## src/rtl/wase_pkg.sv

```systemverilog
`default_nettype none
// ----------------------------------------------------------------------------
// wase_pkg
// Shared constants, codes and controller/datapath interface types for the
// weekly/annual schedule evaluator.
// ----------------------------------------------------------------------------
package wase_pkg;

   localparam int WEEKLY_COUNT_DEF = 16;
   localparam int ANNUAL_COUNT_DEF = 16;

   localparam int DAY_TYPES    = 9;
   localparam int EVENTS       = 8;
   localparam int BITMAP_BYTES = 46;
   localparam int VALID_BYTE_A = 11;
   localparam int VALID_BYTE_B = 38;

   localparam logic [7:0] UNUSED_BYTE  = 8'hff;
   localparam logic [7:0] HOL_TWO_MARK = 8'h10;
   localparam logic [7:0] HOL_ONE_MARK = 8'h20;
   localparam int         MANUAL_BIT   = 7;
   localparam int         VALUE_BIT    = 6;

   localparam logic [3:0] DAY_HOL_ONE = 4'd7;
   localparam logic [3:0] DAY_HOL_TWO = 4'd8;

   localparam logic [2:0] CMD_WR_EVENT  = 3'd0;
   localparam logic [2:0] CMD_WR_DESC   = 3'd1;
   localparam logic [2:0] CMD_WR_BITMAP = 3'd2;
   localparam logic [2:0] CMD_WR_FLAG   = 3'd3;
   localparam logic [2:0] CMD_EVALUATE  = 3'd4;

   typedef struct packed {
      logic accept;
      logic clr_step;
      logic ann_rd;
      logic ann_upd;
      logic wk_sel;
      logic ev_rd;
      logic ev_cmp;
      logic wk_upd;
      logic rsp_load;
   } dp_cmd_type;

   typedef struct packed {
      logic clr_last;
      logic ann_last;
      logic wk_scan;
      logic ev_stop;
      logic wk_last;
      logic rsp_free;
   } dp_status_type;

endpackage
`default_nettype wire

```

## src/rtl/wase_ctrl.sv

```systemverilog
`default_nettype none
// ----------------------------------------------------------------------------
// wase_ctrl
// Sequencer: clearing pass, annual walk, weekly walk with event scan, and
// result hand-off.
// ----------------------------------------------------------------------------
module wase_ctrl
   import wase_pkg::*;
(
   input  wire logic          clock,
   input  wire logic          reset,
   input  wire logic          req_valid,
   output logic               req_ready,
   input  wire logic [2:0]    req_command,
   input  wire dp_status_type status,
   output dp_cmd_type         cmd
);

   typedef enum logic [8:0] {
      ST_CLEAR   = 9'b000000001,
      ST_IDLE    = 9'b000000010,
      ST_ANN_RD  = 9'b000000100,
      ST_ANN_UPD = 9'b000001000,
      ST_WK_SEL  = 9'b000010000,
      ST_EV_RD   = 9'b000100000,
      ST_EV_CMP  = 9'b001000000,
      ST_WK_UPD  = 9'b010000000,
      ST_RESP    = 9'b100000000
   } state_type;

   state_type state_ff, state_in;
   logic      accept;

   assign req_ready = (state_ff == ST_IDLE);
   assign accept    = req_valid & req_ready;

   always_comb begin
      state_in     = state_ff;
      cmd          = '0;
      cmd.accept   = accept;
      case (state_ff)
         ST_CLEAR: begin
            cmd.clr_step = 1'b1;
            if (status.clr_last) state_in = ST_IDLE;
         end
         ST_IDLE: begin
            if (accept) begin
               state_in = (req_command == CMD_EVALUATE) ? ST_ANN_RD : ST_RESP;
            end
         end
         ST_ANN_RD: begin
            cmd.ann_rd = 1'b1;
            state_in   = ST_ANN_UPD;
         end
         ST_ANN_UPD: begin
            cmd.ann_upd = 1'b1;
            state_in    = status.ann_last ? ST_WK_SEL : ST_ANN_RD;
         end
         ST_WK_SEL: begin
            cmd.wk_sel = 1'b1;
            state_in   = status.wk_scan ? ST_EV_RD : ST_WK_UPD;
         end
         ST_EV_RD: begin
            cmd.ev_rd = 1'b1;
            state_in  = ST_EV_CMP;
         end
         ST_EV_CMP: begin
            cmd.ev_cmp = 1'b1;
            state_in   = status.ev_stop ? ST_WK_UPD : ST_EV_RD;
         end
         ST_WK_UPD: begin
            cmd.wk_upd = 1'b1;
            state_in   = status.wk_last ? ST_RESP : ST_WK_SEL;
         end
         ST_RESP: begin
            if (status.rsp_free) begin
               cmd.rsp_load = 1'b1;
               state_in     = ST_IDLE;
            end
         end
         default: state_in = ST_IDLE;
      endcase
   end

   always_ff @(posedge clock) begin
      if (reset) state_ff <= ST_CLEAR;
      else       state_ff <= state_in;
   end

endmodule
`default_nettype wire

```

## config.mk

```make
export PLATFORM = sky130hd
export DESIGN_NAME = wase_ctrl
export DESIGN_NICKNAME = d
export VERILOG_FILES = /design/src/rtl/wase_pkg.sv /design/src/rtl/wase_ctrl.sv
export SDC_FILE = /design/constraint.sdc
export NUM_CORES = 1
export LEC_CHECK = 0
export ABC_CLOCK_PERIOD_IN_PS = 1800
export BUFFER_PORTS_ARGS = -buffer_cell sky130_fd_sc_hd__buf_4
export CAP_MARGIN = 20
export CORE_MARGIN = 10
export CORE_UTILIZATION = 47
export CTS_CLUSTER_DIAMETER = 80
export DETAILED_ROUTE_END_ITERATION = 8
export PLACE_DENSITY = 0.82
export SLEW_MARGIN = 30
export SYNTH_ARGS = -nofsm -noshare
export SYNTH_HDL_FRONTEND = slang
export SYNTH_SLANG_ARGS = --single-unit
```

## constraint.sdc

```tcl
create_clock -name clock -period 1.8 [get_ports clock]
set_clock_uncertainty 0.1 [all_clocks]
set_input_delay 0.27 -clock clock [delete_from_list [all_inputs] [get_ports clock]]
set_output_delay 0.27 -clock clock [all_outputs]
set_load 0.03 [all_outputs]
```

==> results by group <==
Critical path
  • Critical Path Start Type: flip-flop
  • Critical path cell sequence: or4_4, nor3_4, and2_4, buf_6
  • Worst Setup End Kind: output port
  • Crit Path Category: reg2out
  • WP data required: around 1.4 ns
  • Crit path DAT: between 1.5 and 2 ns
  • Crit path max fanout: 2
  • Slowest CP cell: or4_4
  • Max incr delay on CP: around 0.55 ns

Timing
  • Crit path time final: approximately 2.0 ns
  • Max Clk Rate: approximately 500 MHz
  • Worst-Margin Slew: approximately 0.41 ns
  • RSZ-0062 raised after global routing: yes
  • Setup violators final: 7
  • Slew margin rel.: roughly 73%
  • Setup TNS: -0.549 ns
  • Fin. Hold Viols: 0
  • Final worst-path setup slack: -0.193 ns
  • Period utilization: 111%
  • WHS: about 0.09 ns
  • Final Max Tran Viols: 0

Detailed routing
  • Drt wl/cell: 19.7 um
  • 1st-iter DRT viols: 34
  • Pre-antenna DRT Iters: 4
  • Total routed wirelength: between 2 and 3 mm
  • Via density: 5.84
  • Antenna Nets Post-Route: 0
  • Vias: between 700 and 800
  • DRC: 0

Placed design
  • GPL Wtd Cong: ~0.95
  • Placed Instance Area: about 810 sq um
  • Port Buffers: 21
  • Post-DP HPWL: approximately 1.5 mm

Job
  • Max_cap viols: 0

Finish
  • Ant. Diodes: 0
  • Share of layout cells above drive strength 1: 54.2%
  • Top flop regs: state_ff x9
  • Fin nets: 131
  • Top reg by flops: state_ff
  • Syn-to-layout area delta: 67.1%
  • Fillers: 59
  • Max FFs per register: 9
  • Leading cell type in the layout, fill and taps excluded: buf_4
  • Post-route cell area: ~1000 sq um
  • Commonest non-fill, non-tap cells in the layout: buf_4, nor2_1, buf_6, dfxtp_2

Floorplanning
  • Die Y: roughly 56 um
  • Core outline area: around 1200 sq um
  • Horiz. Die Dim: approximately 56 um
  • I/O Pins: 22
  • Starting Density: 52.7%
  • Row count: 12
  • Die area: 3160 sq um

Global routing
  • Initial antenna violation count: 0
  • First-pass GRT wire length: 3.22 mm
  • Grt total ovfl: 0
  • Vias in the first global route: ~700
  • Largest net degree at the start of global routing: 9
  • GRT Util Overall: between 10% and 20%

Worst hold path
  • Worst min path class: in2reg

Status
  • Status: finished, violations left
  • Violated checks: negative setup slack

Synth
  • Mapped Nets: 93
  • Synth Area per Inst: 7.62 sq um
  • Unique cell type count in the Yosys netlist: 32
  • Syn Inst Count: 81
  • Flops & latches, synth: 9
  • Seq/Total Area, Yosys: between 20% and 30%
  • Synthesized area: approximately 620 sq um
  • YS warnings: 0

Clock network
  • Skew-Pair Late Insertion Delay: around 0.27 ns
  • CTS sink count: 9
  • # H-tree levels: 1
  • TritonCTS Buffers: 3
  • Worst-path clk slew: ~0.070 ns
  • TritonCTS clock tree: yes
  • Clk buf depth: 2
  • CTS Root Cell: clkbuf_4

Power
  • Total power: approximately 530 uW
  • PwrDens: around 510 nW/um^2
  • Lkg Pwr: 0.484 nW
  • Worst-case vdd ir drop: roughly 510 uV
-- worst max-delay path: cells and delay by family (launching register included) --
family | cells | cell delay (ns)
AND/OR/NAND/NOR | 3 | 0.89
flip-flops | 1 | 0.34
buffers and inverters | 1 | 0.12
-- logic make-up (layout without fill, tap and decap cells) --
kind of cell | Yosys count | after routing | share of synthesized area [%]
AOI/OAI and AO/OA | 14 | 14 | 17.0
xor gates and xnor gates | 2 | 2 | 2.84
buffers and inverters | 7 | 44 | 5.07
DFF | 9 | 9 | 29.2
and+or+nand+nor | 49 | 49 | 45.8
-- routing by layer --
layer  track usage, %  part of all wire [%]
met5                0                     0
met2             20.9                    51
met1             13.5                    39
met3             4.33                   9.0
met4             4.10                   1.8
-- report_power, final --
part	leakage, nW	switching [mW]	total [mW]	internal, mW
combinational	0.392	0.0721	0.140	0.0678
clock	0.0150	0.0826	0.169	0.0859
sequential	0.0767	0.0131	0.219	0.206
-- per-stage QoR --
step	worst slack [ns]	cells	utilization, %
floorplan	-0.0916	81	-
global placement	0.114	118	69.1
detailed placement	0.0804	118	69.1
CTS	-0.130	128	80.6
global route	-0.234	132	88.0
finish	-0.193	132	88.0
-- timing repair --
| item | CTS | global route |
|---|---|---|
| pin swaps | 3 | 10 |
| hold buffers | 0 | 0 |
| cloned | 0 | 0 |
| setup buffers | 6 | 4 |
| gates resized for setup | 20 | 15 |
| endpoints found under the setup margin | 8 | 10 |
-- cells in the mapped netlist --
cell / n / share of area, %
nor2_1: 18 / 11
dfxtp_1: 9 / 29
nand2_1: 7 / 4.3
a21oi_1: 5 / 4.1
inv_1: 5 / 3.0
nand2b_1: 4 / 4.1
nand3_1: 3 / 2.4
nor3_1: 3 / 2.4
a22oi_1: 2 / 2.4
and4b_1: 2 / 3.2
xor2_1: 2 / 2.8
a21boi_1: 1 / 1.2
a21oi_2: 1 / 1.4
a22o_4: 1 / 2.8
and2_1: 1 / 1.0
and4_1: 1 / 1.4
buf_2: 1 / 0.81
buf_4: 1 / 1.2
nand4_1: 1 / 1.0
nor3_2: 1 / 1.6
nor3_4: 1 / 2.6
nor3b_1: 1 / 1.2
nor4_1: 1 / 1.0
nor4_2: 1 / 2.0
nor4b_2: 1 / 2.4
o2111ai_1: 1 / 1.4
o21ai_0: 1 / 0.81
o21ai_2: 1 / 1.4
o32ai_1: 1 / 1.4
or2b_1: 1 / 1.2
or3_1: 1 / 1.0
or4_4: 1 / 1.8
-- final timing paths --
| check | depth (start not counted) | slack [ns] | startpoint | to |
|---|---|---|---|---|
| setup / recovery | 4 | -0.19 | state_ff[4]$_SDFFE_PP0P_ | cmd[8] |
| hold / removal | 2 | 0.09 | reset | state_ff[8]$_SDFFE_PP0P_ |
| setup reg to reg | 6 | -0.01 | state_ff[4]$_SDFFE_PP0P_ | state_ff[2]$_SDFFE_PP0P_ |
| hold reg to reg | 1 | 0.45 | state_ff[0]$_SDFFE_PP1P_ | state_ff[2]$_SDFFE_PP0P_ |
-- final cells by class --
type                            count  area, sq um  area share, %
Tap cell                           14         17.5           1.70
Timing Repair Buffer               35          300           29.1
Multi-Input combinational cell     65          475           46.1
Inverter                            5         18.8           1.82
Clock buffer                        4         26.3           2.55
Sequential cell                     9          193           18.7
Power figures use the tool's default switching activity.
